$ cat src/rtl/sudiv_pkg.sv
// ----------------------------------------------------------------------------
// Signed/unsigned integer divider package
// Shared types, command/status bundles and constants for the divider.
// ----------------------------------------------------------------------------
package sudiv_pkg;

	// Operand widths and bit positions
	localparam int WIDTH_SMALL = 32;
	localparam int MSB_SMALL   = 31;
	localparam int MSB_LARGE   = 63;
	localparam int DATA_W      = MSB_LARGE + 1;
	localparam int CNT_W       = $clog2(DATA_W);

	// Mode field bit meanings
	localparam int MODE_SIGNED_BIT = 0;
	localparam int MODE_WIDE_BIT   = 1;

	// Input item
	typedef struct packed {
		logic [1:0]        mode;
		logic [DATA_W-1:0] numerator;
		logic [DATA_W-1:0] denominator;
	} in_t;

	// Result item
	typedef struct packed {
		logic [DATA_W-1:0] quotient;
		logic [DATA_W-1:0] remainder;
	} out_t;

	// Controller to datapath commands
	typedef struct packed {
		logic load;
		logic negate;
		logic step;
		logic finish;
	} cmd_t;

	// Datapath to controller status
	typedef struct packed {
		logic dzero;
		logic narrow;
	} sts_t;

	// Controller states
	typedef enum logic [3:0] {
		ST_IDLE = 4'b0001,
		ST_NEG  = 4'b0010,
		ST_DIV  = 4'b0100,
		ST_FIX  = 4'b1000
	} state_t;

endpackage

$ cat src/rtl/sudiv_ctrl.sv
// ----------------------------------------------------------------------------
// Divider controller
// Sequences load, magnitude, division steps and sign fix-up of one item.
// ----------------------------------------------------------------------------
module sudiv_ctrl (
	input  logic            clk,
	input  logic            arst_n,
	input  logic            start,
	input  sudiv_pkg::sts_t sts,
	output sudiv_pkg::cmd_t cmd,
	output logic            busy,
	output logic            done
);
	import sudiv_pkg::*;

	state_t           state_q;
	state_t           state_nxt;
	logic [CNT_W-1:0] cnt_q;
	logic             done_q;
	logic             accept;

	assign accept = start && (state_q == ST_IDLE);
	assign busy   = (state_q != ST_IDLE);
	assign done   = done_q;

	// Decode commands and next state
	always_comb begin
		cmd       = '0;
		state_nxt = state_q;
		unique case (state_q)
			ST_IDLE: begin
				cmd.load = start;
				if (start) state_nxt = ST_NEG;
			end
			ST_NEG: begin
				cmd.negate = !sts.dzero;
				state_nxt  = sts.dzero ? ST_FIX : ST_DIV;
			end
			ST_DIV: begin
				cmd.step = 1'b1;
				if (cnt_q == '0) state_nxt = ST_FIX;
			end
			ST_FIX: begin
				cmd.finish = 1'b1;
				state_nxt  = ST_IDLE;
			end
			default: state_nxt = ST_IDLE;
		endcase
	end

	// Advance state, step counter and result strobe
	always_ff @(posedge clk or negedge arst_n) begin
		if (!arst_n) begin
			state_q <= ST_IDLE;
			cnt_q   <= '0;
			done_q  <= 1'b0;
		end else begin
			state_q <= state_nxt;
			done_q  <= cmd.finish;
			if (cmd.negate) begin
				cnt_q <= sts.narrow ? CNT_W'(MSB_SMALL) : CNT_W'(MSB_LARGE);
			end else if (cmd.step) begin
				cnt_q <= cnt_q - 1'b1;
			end
		end
	end

`ifndef ASSERT_OFF
	a_fix_strobe: assert property (@(posedge clk) disable iff (!arst_n)
		(state_q == ST_FIX) |=> done_q)
		else $error("result strobe missing after fix-up");
	a_strobe_single: assert property (@(posedge clk) disable iff (!arst_n)
		done_q |=> !done_q)
		else $error("result strobe longer than one cycle");
	a_accept_to_neg: assert property (@(posedge clk) disable iff (!arst_n)
		accept |=> (state_q == ST_NEG))
		else $error("accepted item did not enter magnitude stage");
	a_last_step: assert property (@(posedge clk) disable iff (!arst_n)
		(state_q == ST_DIV && cnt_q == '0) |=> (state_q == ST_FIX))
		else $error("division did not end on last step");
`endif

endmodule

$ cat src/rtl/sudiv_dp.sv
// ----------------------------------------------------------------------------
// Divider datapath
// Operand registers, restoring divide step and sign/width fix-up.
// ----------------------------------------------------------------------------
module sudiv_dp (
	input  logic            clk,
	input  sudiv_pkg::in_t  operands,
	input  sudiv_pkg::cmd_t cmd,
	output sudiv_pkg::sts_t sts,
	output sudiv_pkg::out_t results
);
	import sudiv_pkg::*;

	logic [DATA_W-1:0] num_q;
	logic [DATA_W-1:0] den_q;
	logic [DATA_W-1:0] rem_q;
	logic              signed_q;
	logic              narrow_q;
	logic              neg_n_q;
	logic              neg_d_q;
	logic              dzero_q;
	out_t              res_q;

	logic              ld_narrow;
	logic              ld_signed;
	logic [DATA_W-1:0] ld_n;
	logic [DATA_W-1:0] ld_d;
	logic [DATA_W-1:0] mag_n;
	logic [DATA_W-1:0] mag_d;
	logic [DATA_W:0]   shifted;
	logic [DATA_W+1:0] diff;
	logic              ge;
	logic [DATA_W-1:0] fq;
	logic [DATA_W-1:0] fr;
	logic [DATA_W-1:0] oq;
	logic [DATA_W-1:0] orr;

	assign sts.dzero  = dzero_q;
	assign sts.narrow = narrow_q;
	assign results    = res_q;

	// Mask operands to the selected width
	always_comb begin
		ld_narrow = !operands.mode[MODE_WIDE_BIT];
		ld_signed = operands.mode[MODE_SIGNED_BIT];
		ld_n      = operands.numerator;
		ld_d      = operands.denominator;
		if (ld_narrow) begin
			ld_n = {{(DATA_W-WIDTH_SMALL){1'b0}}, operands.numerator[MSB_SMALL:0]};
			ld_d = {{(DATA_W-WIDTH_SMALL){1'b0}}, operands.denominator[MSB_SMALL:0]};
		end
	end

	// Take magnitudes; narrow numerator goes to the top half
	always_comb begin
		mag_n = neg_n_q ? (DATA_W'(0) - num_q) : num_q;
		mag_d = neg_d_q ? (DATA_W'(0) - den_q) : den_q;
		if (narrow_q) begin
			mag_n = {mag_n[MSB_SMALL:0], {(DATA_W-WIDTH_SMALL){1'b0}}};
			mag_d = {{(DATA_W-WIDTH_SMALL){1'b0}}, mag_d[MSB_SMALL:0]};
		end
	end

	// One restoring step: shift in the next numerator bit, trial subtract
	assign shifted = {rem_q, num_q[MSB_LARGE]};
	assign diff    = {1'b0, shifted} - {2'b00, den_q};
	assign ge      = !diff[DATA_W+1];

	// Apply signs, special cases and extension
	always_comb begin
		fq = (neg_n_q != neg_d_q) ? (DATA_W'(0) - num_q) : num_q;
		fr = neg_n_q ? (DATA_W'(0) - rem_q) : rem_q;
		if (dzero_q) begin
			fq = '0;
			fr = num_q;
		end
		oq  = fq;
		orr = fr;
		if (narrow_q) begin
			oq  = {{(DATA_W-WIDTH_SMALL){signed_q & fq[MSB_SMALL]}}, fq[MSB_SMALL:0]};
			orr = {{(DATA_W-WIDTH_SMALL){signed_q & fr[MSB_SMALL]}}, fr[MSB_SMALL:0]};
		end
	end

	// Hold control flags of the current item
	always_ff @(posedge clk) begin
		if (cmd.load) begin
			narrow_q <= ld_narrow;
			signed_q <= ld_signed;
			dzero_q  <= (ld_d == '0);
			neg_n_q  <= ld_signed &&
				(ld_narrow ? ld_n[MSB_SMALL] : ld_n[MSB_LARGE]);
			neg_d_q  <= ld_signed &&
				(ld_narrow ? ld_d[MSB_SMALL] : ld_d[MSB_LARGE]);
		end
	end

	// Operand, partial remainder and result registers
	always_ff @(posedge clk) begin
		if (cmd.load) begin
			num_q <= ld_n;
			den_q <= ld_d;
			rem_q <= '0;
		end else if (cmd.negate) begin
			num_q <= mag_n;
			den_q <= mag_d;
		end else if (cmd.step) begin
			num_q <= {num_q[MSB_LARGE-1:0], ge};
			rem_q <= ge ? diff[DATA_W-1:0] : shifted[DATA_W-1:0];
		end
		if (cmd.finish) begin
			res_q.quotient  <= oq;
			res_q.remainder <= orr;
		end
	end

endmodule

$ cat src/rtl/signed_unsigned_integer_divider_top.sv
// ----------------------------------------------------------------------------
// Signed/unsigned integer divider, top level
// Quotient and remainder of 32/64-bit signed or unsigned operands.
// ----------------------------------------------------------------------------
//  channel   ports                      handshake
//  input     operands (in_t)            taken when start && !busy
//  result    results (out_t)            valid for one cycle while done is high
//
//  One item at a time: load, a magnitude stage, then one restoring step per
//  quotient bit from a shared subtractor (32 steps narrow, 64 wide), then a
//  fix-up stage. A zero denominator skips the steps. busy drops with the
//  strobe, so the next item may be taken at the edge that ends it. Reset
//  returns the controller to idle; the receiver cannot stall.
// ----------------------------------------------------------------------------
module signed_unsigned_integer_divider_top (
	input  logic            clk,
	input  logic            arst_n,
	input  logic            start,
	input  sudiv_pkg::in_t  operands,
	output logic            busy,
	output logic            done,
	output sudiv_pkg::out_t results
);
	import sudiv_pkg::*;

	cmd_t cmd;
	sts_t sts;

	// Sequencer
	sudiv_ctrl u_ctrl (
		.clk    (clk),
		.arst_n (arst_n),
		.start  (start),
		.sts    (sts),
		.cmd    (cmd),
		.busy   (busy),
		.done   (done)
	);

	// Arithmetic
	sudiv_dp u_dp (
		.clk      (clk),
		.operands (operands),
		.cmd      (cmd),
		.sts      (sts),
		.results  (results)
	);

endmodule

$ cat config.mk
export PLATFORM = sky130hd
export DESIGN_NAME = signed_unsigned_integer_divider_top
export DESIGN_NICKNAME = d
export VERILOG_FILES = /design/src/rtl/sudiv_pkg.sv /design/src/rtl/sudiv_ctrl.sv /design/src/rtl/sudiv_dp.sv /design/src/rtl/signed_unsigned_integer_divider_top.sv
export SDC_FILE = /design/constraint.sdc
export NUM_CORES = 1
export LEC_CHECK = 0
export ABC_AREA = 1
export BUFFER_PORTS_ARGS = -buffer_cell sky130_fd_sc_hd__buf_2
export CAP_MARGIN = 20
export CORE_MARGIN = 10
export CORE_UTILIZATION = 50
export DETAILED_ROUTE_END_ITERATION = 8
export PLACE_DENSITY = 0.73
export SLEW_MARGIN = 20
export SYNTH_ARGS = -nofsm -noshare
export SYNTH_HDL_FRONTEND = slang
export SYNTH_SLANG_ARGS = --single-unit
$ cat constraint.sdc
create_clock -name clk -period 32 [get_ports clk]
set_clock_uncertainty 0.15 [all_clocks]
set_input_delay 3.2 -clock clk [delete_from_list [all_inputs] [get_ports clk]]
set_output_delay 3.2 -clock clk [all_outputs]
set_load 0.02 [all_outputs]
==> report_table.html, run 1 <==
<table>
<tr><th>Metric</th><th>Value</th></tr>
<tr><th colspan="2">Critical path</th></tr>
<tr><td>Flop-to-flop setup slack</td><td>27.49 ns</td></tr>
<tr><td>Highest net fanout along the worst path</td><td>80</td></tr>
<tr><td>Capture instance of the worst register-to-register path</td><td>u_dp.rem_q[62]</td></tr>
<tr><td>Data arrival time at the worst-slack endpoint</td><td>5.98 ns</td></tr>
<tr><td>Worst endpoint required time</td><td>32.22 ns</td></tr>
<tr><td>Worst-case reg-to-reg path depth</td><td>17</td></tr>
<tr><td>CP endpoint kind</td><td>flop</td></tr>
<tr><td>Critical path type</td><td>primary input to flop</td></tr>
<tr><td>Startpoint Class</td><td>primary input</td></tr>
<tr><td>Beginning of the worst register-to-register path</td><td>u_dp.den_q[32]</td></tr>
<tr><th colspan="2">Global routing</th></tr>
<tr><td>Wire length of the first global-routing pass</td><td>173200 µm</td></tr>
<tr><td>Met1 Resource Use GR</td><td>41.87%</td></tr>
<tr><td>Global Route met3 Usage</td><td>5.205%</td></tr>
<tr><td>Number of global-route vias before repair</td><td>28125</td></tr>
<tr><td>Grt total ovfl</td><td>0</td></tr>
<tr><td>Number of antenna violations at the first check in global routing</td><td>1</td></tr>
<tr><td>Most used routing layer in global routing</td><td>met2</td></tr>
<tr><td>Maximum number of pins on one net before global-route repair</td><td>90</td></tr>
<tr><td>Met2 track demand over resource in global routing</td><td>54.52%</td></tr>
<tr><td>Gr usage total</td><td>34.21%</td></tr>
<tr><th colspan="2">Yosys</th></tr>
<tr><td>Mean instance size in the synthesized netlist</td><td>6.518 µm²</td></tr>
<tr><td>Cell Area, Synth</td><td>28020 µm²</td></tr>
<tr><td>Cells after synthesis</td><td>4298</td></tr>
<tr><td>Seq/Total Area, Yosys</td><td>33.54%</td></tr>
<tr><td>Dominant synthesized flop cell</td><td>sky130_fd_sc_hd__edfxtp_1</td></tr>
<tr><td>Synth async-reset ratio</td><td>3.274%</td></tr>
<tr><td>Total nets after synthesis</td><td>4501</td></tr>
<tr><td>Synthesized flop and latch total</td><td>336</td></tr>
<tr><td>Cell with the most instances after synthesis</td><td>sky130_fd_sc_hd__nand2_1</td></tr>
<tr><td>Commonest cells post-synth</td><td>1356 x sky130_fd_sc_hd__nand2_1, 595 x sky130_fd_sc_hd__inv_1, 390 x sky130_fd_sc_hd__nor2_1, 379 x sky130_fd_sc_hd__nand3_1, 261 x sky130_fd_sc_hd__edfxtp_1</td></tr>
<tr><td>Warnings, synthesis</td><td>0</td></tr>
<tr><td>Cell type with the largest total area after synthesis</td><td>sky130_fd_sc_hd__edfxtp_1</td></tr>
<tr><td>Count of flip-flops with a built-in enable after synthesis</td><td>261</td></tr>
<tr><td>Top area cells in the synthesized netlist</td><td>sky130_fd_sc_hd__edfxtp_1 28%, sky130_fd_sc_hd__nand2_1 18%, sky130_fd_sc_hd__inv_1 8.0%</td></tr>
<tr><td>Share of the synthesized area in the top cell type</td><td>27.98%</td></tr>
<tr><td>Synth unique cells</td><td>57</td></tr>
<tr><th colspan="2">Min path</th></tr>
<tr><td>Worst Hold Depth</td><td>2</td></tr>
<tr><td>Worst Min Path Start</td><td>u_dp.rem_q[17]</td></tr>
<tr><td>End point of the worst hold path</td><td>u_dp.rem_q[17]</td></tr>
<tr><td>Hold WC Path Type</td><td>flop to flop</td></tr>
<tr><th colspan="2">CTS</th></tr>
<tr><td>Gates resized, CTS repair</td><td>0</td></tr>
<tr><td>Number of levels the H-tree was split into</td><td>2</td></tr>
<tr><td>Post-CTS clock slew at the launch and capture registers of the worst setup and hold paths</td><td>0.06 ns</td></tr>
<tr><td>Hold_buf cts</td><td>0</td></tr>
<tr><td>TritonCTS clock tree</td><td>built</td></tr>
<tr><td>Worst-Skew Late Latency</td><td>0.59 ns</td></tr>
<tr><td>Sinks on Clock Net</td><td>336</td></tr>
<tr><td>Worst-case clock buffer depth</td><td>3</td></tr>
<tr><td>Buffer type at the clock tree root</td><td>sky130_fd_sc_hd__clkbuf_16</td></tr>
<tr><td>Setup fix buffers added after clock tree synthesis</td><td>0</td></tr>
<tr><td>TritonCTS Buffers</td><td>39</td></tr>
<tr><th colspan="2">Layout</th></tr>
<tr><td>Ant. Diodes</td><td>0</td></tr>
<tr><td>Fraction of final layout cells sized beyond drive strength 1</td><td>10.70%</td></tr>
<tr><td>Synth-to-Final Area Change</td><td>10.97%</td></tr>
<tr><td>Number of nets in the layout</td><td>4686</td></tr>
<tr><th colspan="2">Flow run</th></tr>
<tr><td>Reported max-cap violation count</td><td>0</td></tr>
<tr><th colspan="2">Floorplan</th></tr>
<tr><td>Ports placed on the boundary</td><td>263</td></tr>
<tr><td>Y dimension of the die</td><td>256.7 µm</td></tr>
<tr><td>Core area</td><td>55310 µm²</td></tr>
<tr><td>Die span in x</td><td>256.7 µm</td></tr>
<tr><td>Core Rows</td><td>86</td></tr>
<tr><td>Die area</td><td>65900 µm²</td></tr>
<tr><td>Starting utilization of the core area</td><td>50.65%</td></tr>
<tr><th colspan="2">Detailed routing</th></tr>
<tr><td>Final Routed Wirelength</td><td>117500 µm</td></tr>
<tr><td>Violation count after the first detailed-routing iteration</td><td>3496</td></tr>
<tr><td>Total via count after detailed routing</td><td>30225</td></tr>
<tr><td>Post-detailed-route wirelength per cell</td><td>22.33 µm</td></tr>
<tr><td>Number of optimization iterations in the first detailed-route pass</td><td>6</td></tr>
<tr><td>DRT antenna net count</td><td>0</td></tr>
<tr><td>Per-cell via count in the routed design</td><td>5.746</td></tr>
<tr><td>DRC violation count after routing</td><td>0</td></tr>
<tr><th colspan="2">Placed design</th></tr>
<tr><td>DPL Wire Length</td><td>92830 µm</td></tr>
<tr><td>Weighted congestion reported at the end of routability-driven placement</td><td>1.067</td></tr>
<tr><td>Number of I/O port buffers</td><td>262</td></tr>
<tr><th colspan="2">Timing</th></tr>
<tr><td>Actual transition at the worst max-transition pin</td><td>1.033 ns</td></tr>
<tr><td>RSZ-0062 raised after global routing</td><td>false</td></tr>
<tr><td>Worst relative slew slack</td><td>30.39%</td></tr>
<tr><td>Time the final worst path needs with I/O delays and setup</td><td>5.767 ns</td></tr>
<tr><td>Summed negative setup slack over all endpoints</td><td>0 ns</td></tr>
<tr><td>Number of endpoints failing setup at the final stage</td><td>0</td></tr>
<tr><td>Hold WS</td><td>0.3464 ns</td></tr>
<tr><td>Top achievable clock speed</td><td>0.1734 GHz</td></tr>
<tr><td>Count of endpoints failing hold in the final timing report</td><td>0</td></tr>
<tr><td>Final Max Slew Viols</td><td>0</td></tr>
<tr><td>Final period utilization</td><td>18.02%</td></tr>
<tr><th colspan="2">Pwr</th></tr>
<tr><td>Power per Cell Area</td><td>72.72 nW/µm²</td></tr>
<tr><td>LEAKAGE</td><td>15.02 nW</td></tr>
<tr><td>Worst-case vdd ir drop</td><td>0.03966 mV</td></tr>
<tr><th colspan="2">Run status</th></tr>
<tr><td>Run status</td><td>finished clean</td></tr>
</table>
[report_power, final]
group	leakage [nW]	total (mW)	internal, mW	switching, mW
Sequential	3.07	0.751	0.642	0.108
Combinational	11.3	1.07	0.276	0.790
Clock	0.597	0.444	0.245	0.199
Total	15.0	2.26	1.16	1.10
[sequential cells by signal, summed over array words and instances (netlist names)]
name / count
u_dp.den_q: 64
u_ctrl.done: 1
u_dp.results: 128
u_dp.rem_q: 64
u_dp.neg_n_q: 1
u_dp.dzero_q: 1
u_dp.narrow_q: 1
u_ctrl.cnt_q: 6
u_dp.signed_q: 1
u_dp.num_q: 64
u_ctrl.state_q: 4
u_dp.neg_d_q: 1
[kinds of logic (layout without fill, tap and decap cells)]
kind of cell	Yosys count	count (layout)	share of synthesized area (%)
compound gates	597	597	11.99
xor+xnor	111	111	3.497
fa+ha+maj	70	70	3.153
flops	336	336	33.54
simple gates	2408	2408	36.94
buf+inv	776	990	10.89
[worst max path at each step]
stage               slack [ns]        endpoint  cells past startpoint         startpoint
global route             26.09  u_dp.den_q[62]                      8              start
global placement         25.78  u_dp.den_q[62]                      8              start
floorplan                17.92     u_ctrl.done                      1  u_ctrl.state_q[1]
CTS                      26.29  u_dp.den_q[34]                      8              start
detailed placement       25.73  u_dp.den_q[34]                      8              start
finish                   26.23  u_dp.den_q[34]                      8              start
[final cells by class]
type,instances,area (µm²)
flip-flops and latches,336,9395
well taps,748,935.9
repair buffers,290,1525
inverters,630,2365
multi-input cells,3186,15620
clock buffers,47,1047
clock inverters,23,201.4
fillers,5626,24220
[layer usage]
metal | routed length (µm) | up-vias
met5 | 11 | -
met3 | 10710 | 328
li1 | - | 14401
met1 | 44340 | 13723
met4 | 9581 | 2
met2 | 52830 | 1771
[worst max-delay path: stages]
cell and delay, ns:
sky130_fd_sc_hd__buf_2 0.07, sky130_fd_sc_hd__inv_1 0.08, sky130_fd_sc_hd__nor2_4 0.13, sky130_fd_sc_hd__buf_4 0.67
sky130_fd_sc_hd__buf_4 0.83, sky130_fd_sc_hd__buf_4 0.64, sky130_fd_sc_hd__nand3_1 0.13, sky130_fd_sc_hd__o31ai_1 0.11
[placed cells by master, fill, tap and decap left out, types with 6 or more instances in the layout]
| master | count |
|---|---|
| sky130_fd_sc_hd__nand2_1 | 1353 |
| sky130_fd_sc_hd__inv_1 | 593 |
| sky130_fd_sc_hd__nor2_1 | 388 |
| sky130_fd_sc_hd__nand3_1 | 378 |
| sky130_fd_sc_hd__buf_2 | 262 |
| sky130_fd_sc_hd__edfxtp_1 | 261 |
| sky130_fd_sc_hd__o21ai_0 | 229 |
| sky130_fd_sc_hd__a21oi_1 | 222 |
| sky130_fd_sc_hd__xor2_1 | 79 |
| sky130_fd_sc_hd__ha_1 | 69 |
| sky130_fd_sc_hd__nand4_1 | 68 |
| sky130_fd_sc_hd__o211ai_1 | 65 |
| sky130_fd_sc_hd__dfxtp_1 | 64 |
| sky130_fd_sc_hd__nor3_1 | 63 |
| sky130_fd_sc_hd__clkbuf_16 | 40 |
| sky130_fd_sc_hd__inv_2 | 34 |
| sky130_fd_sc_hd__nor4_1 | 32 |
| sky130_fd_sc_hd__xnor2_1 | 31 |
| sky130_fd_sc_hd__nand3b_1 | 29 |
| sky130_fd_sc_hd__buf_4 | 27 |
| sky130_fd_sc_hd__nor2_2 | 20 |
| sky130_fd_sc_hd__nand3_2 | 18 |
| sky130_fd_sc_hd__nand2_2 | 14 |
| sky130_fd_sc_hd__o31ai_1 | 13 |
| sky130_fd_sc_hd__o21ai_2 | 12 |
| sky130_fd_sc_hd__o21ai_1 | 11 |
| sky130_fd_sc_hd__dfrtp_1 | 10 |
| sky130_fd_sc_hd__clkinv_1 | 9 |
| sky130_fd_sc_hd__or2_2 | 9 |
| sky130_fd_sc_hd__a31oi_1 | 8 |
| sky130_fd_sc_hd__and2_1 | 8 |
| sky130_fd_sc_hd__o41ai_1 | 8 |
| sky130_fd_sc_hd__o221ai_1 | 7 |
| sky130_fd_sc_hd__o21bai_1 | 6 |
[through the flow]
step / util, % / cell area, µm² / instances / setup WS [ns] / total power, mW
6_report: 56.21 / 31090 / 5260 / 26.23 / 2.261
5_1_grt: 56.21 / 31090 / 5260 / 26.09 / 2.369
4_1_cts: 56.21 / 31090 / 5260 / 26.29 / 2.225
3_5_place_dp: 53.95 / 29840 / 5190 / 25.73 / 1.784
3_3_place_gp: 53.93 / 29830 / 5189 / 25.78 / 1.770
2_1_floorplan: - / 28020 / 4298 / 17.92 / 1.403
No activity file was read; power rests on OpenSTA's default activity.
==> run 2, diff against run 1 <==
- ABC_AREA: 1 -> 0
- PLACE_DENSITY: 0.73 -> 0.74
- clock period: 32 -> 5.4 ns (I/O delays scaled with it)
==> run 2 against run 1 <==
Net effect: critical path depth up 4; largest power group unchanged; sequential share of layout area up 5.8 points; register-to-register slack worse by 27 ns; the run now ends with design-rule violations left; first-iteration DRC count down 25%; clock-buffer cell count up 4.
==> report_table.html, run 2 <==
<table>
<tr><th>Metric</th><th>Value</th></tr>
<tr><th colspan="2">Yosys</th></tr>
<tr><td>Dominant synthesized flop cell</td><td>sky130_fd_sc_hd__edfxtp_1</td></tr>
<tr><td>Mux contribution to synthesized area</td><td>2.384% (+2.4 points)</td></tr>
<tr><td>Mean instance size in the synthesized netlist</td><td>8.822 µm² (+35%)</td></tr>
<tr><td>Cell type with the largest total area after synthesis</td><td>sky130_fd_sc_hd__edfxtp_1</td></tr>
<tr><td>Dominant combinational cell family by area after synthesis</td><td>compound AO/OA/AOI/OAI gates</td></tr>
<tr><td>Synth async-reset ratio</td><td>3.274% (unchanged)</td></tr>
<tr><td>Warnings, synthesis</td><td>0 (unchanged)</td></tr>
<tr><td>Seq/Total Area, Yosys</td><td>40.69% (+7.2 points)</td></tr>
<tr><td>Fraction of the mapped netlist area in compound gates</td><td>20.80% (+8.8 points)</td></tr>
<tr><td>Synthesized flop and latch total</td><td>336 (unchanged)</td></tr>
<tr><td>Cell with the most instances after synthesis</td><td>sky130_fd_sc_hd__o21ai_0</td></tr>
<tr><td>Commonest cells post-synth</td><td>279 x sky130_fd_sc_hd__o21ai_0, 261 x sky130_fd_sc_hd__edfxtp_1, 261 x sky130_fd_sc_hd__nand2_1, 204 x sky130_fd_sc_hd__nor2_1, 196 x sky130_fd_sc_hd__a21oi_1</td></tr>
<tr><td>Fraction of synthesized cell area in xor and xnor cells</td><td>10.96% (+7.5 points)</td></tr>
<tr><td>Synth unique cells</td><td>80 (+40%)</td></tr>
<tr><td>Cell Area, Synth</td><td>23090 µm² (-18%)</td></tr>
<tr><td>Cells after synthesis</td><td>2617 (-39%)</td></tr>
<tr><td>Adder-cell share of the synthesized area</td><td>3.826% (+0.67 points)</td></tr>
<tr><td>Share of the synthesized area in the top cell type</td><td>33.95% (+6.0 points)</td></tr>
<tr><td>Total nets after synthesis</td><td>2820 (-37%)</td></tr>
<tr><td>Post-Synth Simple-Gate Area</td><td>16.59% (-20 points)</td></tr>
<tr><td>Top area cells in the synthesized netlist</td><td>sky130_fd_sc_hd__edfxtp_1 34%, sky130_fd_sc_hd__xnor2_1 6.1%, sky130_fd_sc_hd__o21ai_0 6.0%</td></tr>
<tr><td>Count of flip-flops with a built-in enable after synthesis</td><td>261 (unchanged)</td></tr>
<tr><th colspan="2">Run status</th></tr>
<tr><td>Run status</td><td>complete, but fails checks</td></tr>
<tr><td>Violated checks</td><td>design-rule violations</td></tr>
<tr><th colspan="2">Critical path</th></tr>
<tr><td>Worst endpoint required time</td><td>5.51 ns (-26.71 ns)</td></tr>
<tr><td>CP endpoint kind</td><td>flop</td></tr>
<tr><td>Critical Path Max Stage Delay</td><td>0.75 ns (-0.08 ns)</td></tr>
<tr><td>Critical-path cell list</td><td>inv_1, ha_1, or3b_2, nor4_4, nand4_2, or4_1, or4_4, or4_1, nor4_1, nor2_1, xnor2_1, o21ai_0</td></tr>
<tr><td>Highest net fanout along the worst path</td><td>8 (-90%)</td></tr>
<tr><td>Critical path type</td><td>flop to flop</td></tr>
<tr><td>CP dominant cell by count</td><td>sky130_fd_sc_hd__or4_1</td></tr>
<tr><td>Startpoint Class</td><td>flop</td></tr>
<tr><td>Kind of cell adding the most delay to the critical path</td><td>simple AND/OR/NAND/NOR gates</td></tr>
<tr><td>Buffering stage count on the worst path with inverters included</td><td>1 (-4)</td></tr>
<tr><td>Data arrival time at the worst-slack endpoint</td><td>4.80 ns (-1.18 ns)</td></tr>
<tr><td>Slowest-stage cell, CP</td><td>sky130_fd_sc_hd__or4_1</td></tr>
<tr><th colspan="2">CTS</th></tr>
<tr><td>TritonCTS clock tree</td><td>built</td></tr>
<tr><td>TritonCTS Buffers</td><td>39 (unchanged)</td></tr>
<tr><td>Number of levels the H-tree was split into</td><td>2 (unchanged)</td></tr>
<tr><td>Setup fix buffers added after clock tree synthesis</td><td>0 (unchanged)</td></tr>
<tr><td>Worst-Skew Late Latency</td><td>0.57 ns (-0.02 ns)</td></tr>
<tr><td>Worst-case clock buffer depth</td><td>3 (unchanged)</td></tr>
<tr><td>Sinks on Clock Net</td><td>336 (unchanged)</td></tr>
<tr><td>Buffer type at the clock tree root</td><td>sky130_fd_sc_hd__clkbuf_16</td></tr>
<tr><td>Post-CTS clock slew at the launch and capture registers of the worst setup and hold paths</td><td>0.06 ns (about the same)</td></tr>
<tr><th colspan="2">Placed design</th></tr>
<tr><td>Placement-stage cell area</td><td>24790 µm² (-17%)</td></tr>
<tr><td>Number of placed cells counting well taps</td><td>3320 (-36%)</td></tr>
<tr><td>DPL Wire Length</td><td>56900 µm (-39%)</td></tr>
<tr><td>Number of I/O port buffers</td><td>262 (unchanged)</td></tr>
<tr><td>Weighted congestion reported at the end of routability-driven placement</td><td>0.9470 (-11%)</td></tr>
<tr><th colspan="2">Timing</th></tr>
<tr><td>Actual transition at the worst max-transition pin</td><td>1.055 ns (+0.02153 ns)</td></tr>
<tr><td>Top achievable clock speed</td><td>0.2132 GHz</td></tr>
<tr><td>Number of endpoints failing setup at the final stage</td><td>0 (unchanged)</td></tr>
<tr><td>Hold WS</td><td>0.1027 ns (-0.2437 ns)</td></tr>
<tr><td>Final period utilization</td><td>86.87%</td></tr>
<tr><td>Summed negative setup slack over all endpoints</td><td>0 ns (unchanged)</td></tr>
<tr><td>Final Max Slew Viols</td><td>0 (unchanged)</td></tr>
<tr><td>Count of endpoints failing hold in the final timing report</td><td>0 (unchanged)</td></tr>
<tr><td>RSZ-0062 raised after global routing</td><td>false</td></tr>
<tr><td>Time the final worst path needs with I/O delays and setup</td><td>4.691 ns</td></tr>
<tr><td>Worst relative slew slack</td><td>29.52% (-0.87 points)</td></tr>
<tr><th colspan="2">Layout</th></tr>
<tr><td>Ant. Diodes</td><td>0 (unchanged)</td></tr>
<tr><td>Fraction of final layout cells sized beyond drive strength 1</td><td>14.12% (+3.4 points)</td></tr>
<tr><td>Multi-input combinational cell area</td><td>12680 µm² (-19%)</td></tr>
<tr><td>Flip-flop and latch area</td><td>9395 µm² (unchanged)</td></tr>
<tr><td>Largest register FFs</td><td>128 (unchanged)</td></tr>
<tr><td>Most used cells in the layout excluding fill and tap cells</td><td>278 x sky130_fd_sc_hd__o21ai_0, 262 x sky130_fd_sc_hd__buf_2, 261 x sky130_fd_sc_hd__edfxtp_1, 260 x sky130_fd_sc_hd__nand2_1, 200 x sky130_fd_sc_hd__nor2_1</td></tr>
<tr><td>Number of nets in the layout</td><td>2965 (-37%)</td></tr>
<tr><td>Number of fillers in the final layout</td><td>4098 (-27%)</td></tr>
<tr><td>Final std cell area, no fill</td><td>26070 µm² (-16%)</td></tr>
<tr><td>Most common library cell in the layout ignoring fill and taps</td><td>sky130_fd_sc_hd__o21ai_0</td></tr>
<tr><td>Non-filler instance count after layout</td><td>3391 (-36%)</td></tr>
<tr><td>Synth-to-Final Area Change</td><td>12.89%</td></tr>
<tr><th colspan="2">Pwr</th></tr>
<tr><td>Power per Cell Area</td><td>590.6 nW/µm² (+710%)</td></tr>
<tr><td>Worst-case vdd ir drop</td><td>0.3146 mV (+690%)</td></tr>
<tr><td>Final Power</td><td>15.39 mW (+580%)</td></tr>
<tr><td>LEAKAGE</td><td>10.31 nW (-31%)</td></tr>
<tr><th colspan="2">Global routing</th></tr>
<tr><td>Wire length of the first global-routing pass</td><td>116400 µm (-33%)</td></tr>
<tr><td>Number of antenna violations at the first check in global routing</td><td>0 (-1)</td></tr>
<tr><td>Gr usage total</td><td>26.08% (-8.1 points)</td></tr>
<tr><td>Grt total ovfl</td><td>0 (unchanged)</td></tr>
<tr><td>Maximum number of pins on one net before global-route repair</td><td>130 (+44%)</td></tr>
<tr><td>Number of global-route vias before repair</td><td>19856 (-29%)</td></tr>
<tr><th colspan="2">Flow run</th></tr>
<tr><td>Reported max-cap violation count</td><td>0 (unchanged)</td></tr>
<tr><th colspan="2">Floorplan</th></tr>
<tr><td>Starting utilization of the core area</td><td>50.77% (+0.11 points)</td></tr>
<tr><td>Core Rows</td><td>78 (-9.3%)</td></tr>
<tr><td>Y dimension of the die</td><td>234.9 µm (-8.5%)</td></tr>
<tr><td>Die area</td><td>55170 µm² (-16%)</td></tr>
<tr><td>Core area</td><td>45480 µm² (-18%)</td></tr>
<tr><td>Die span in x</td><td>234.9 µm (-8.5%)</td></tr>
<tr><td>Ports placed on the boundary</td><td>263 (unchanged)</td></tr>
<tr><th colspan="2">Detailed routing</th></tr>
<tr><td>Final Routed Wirelength</td><td>75610 µm (-36%)</td></tr>
<tr><td>Number of optimization iterations in the first detailed-route pass</td><td>9 (+3)</td></tr>
<tr><td>DRC violation count after routing</td><td>8 (+8)</td></tr>
<tr><td>Per-cell via count in the routed design</td><td>6.200 (+7.9%)</td></tr>
<tr><td>Violation count after the first detailed-routing iteration</td><td>2633 (-25%)</td></tr>
<tr><td>DRT antenna net count</td><td>0 (unchanged)</td></tr>
<tr><td>Total via count after detailed routing</td><td>21023 (-30%)</td></tr>
<tr><td>Post-detailed-route wirelength per cell</td><td>22.30 µm (-0.15%)</td></tr>
<tr><th colspan="2">Min path</th></tr>
<tr><td>Hold WC Path Type</td><td>primary input to flop</td></tr>
</table>
-- run 2: kinds of logic (layout without fill, tap and decap cells) --
family                     count (synthesis)  after routing
and+or+nand+nor                          800            800
muxes                                     55             55
DFF                                      336            336
buffers and inverters                    291            465
xor gates and xnor gates                 289            289
AOI/OAI and AO/OA                        776            776
adders and majority gates                 70             70
-- run 2: area by class of cell --
type	count	share of cell area (%)
clock buffers	51	4.051
clock inverters	19	0.8209
inverters	102	1.469
multi-input cells	1990	48.66
flip-flops and latches	336	36.05
well taps	600	2.880
repair buffers	293	6.077
-- run 2: repair_timing --
item | in CTS | in global routing
hold buffers | 1 | 0
resized for setup | 0 | 0
hold endpoints to repair | 11 | 0
-- run 2: per-layer routing --
layer	routed length [µm]	up-vias	GRT usage, %
li1	-	9886	-
met1	33260	9980	36.87
met2	33280	1032	39.73
met3	6231	125	3.742
met4	2845	0	9.786
met5	0	-	0
-- run 2: worst paths after layout --
path	startpoint	endpoint	slack, ns	depth (start not counted)
setup / recovery	u_dp.num_q[0]	u_dp.results[126]	0.71	12
hold / removal	operands[128]	u_dp.signed_q	0.10	1
setup reg to reg	u_dp.num_q[0]	u_dp.results[126]	0.71	12
hold reg to reg	u_ctrl.cnt_q[3]	u_ctrl.cnt_q[3]	0.35	1
max in group asynchronous	arst_n	u_ctrl.state_q[0]	4.40	2
min in group asynchronous	arst_n	u_ctrl.state_q[2]	0.41	2
-- run 2: where the power goes --
part	leakage, nW	switching (mW)	internal [mW]
clock	0.624	1.11	1.58
combinational	6.60	4.90	2.93
sequential	3.08	1.02	3.86
total	10.3	7.03	8.37
-- run 2: worst register-to-register path, stage by stage, from the launching register on --
cell and delay [ns]:
sky130_fd_sc_hd__edfxtp_1 0.46, sky130_fd_sc_hd__inv_1 0.12, sky130_fd_sc_hd__ha_1 0.20, sky130_fd_sc_hd__or3b_2 0.53
sky130_fd_sc_hd__nor4_4 0.31, sky130_fd_sc_hd__nand4_2 0.23, sky130_fd_sc_hd__or4_1 0.75, sky130_fd_sc_hd__or4_4 0.51
sky130_fd_sc_hd__or4_1 0.44, sky130_fd_sc_hd__nor4_1 0.34, sky130_fd_sc_hd__nor2_1 0.13, sky130_fd_sc_hd__xnor2_1 0.14
sky130_fd_sc_hd__o21ai_0 0.09
-- run 2: metrics by stage --
step,setup slack [ns],util (%)
CTS,0.7727,57.31
floorplan,0.1857,-
finish,0.7092,57.31
global placement,0.8682,54.50
global route,0.5605,57.31
detailed placement,0.8111,54.50
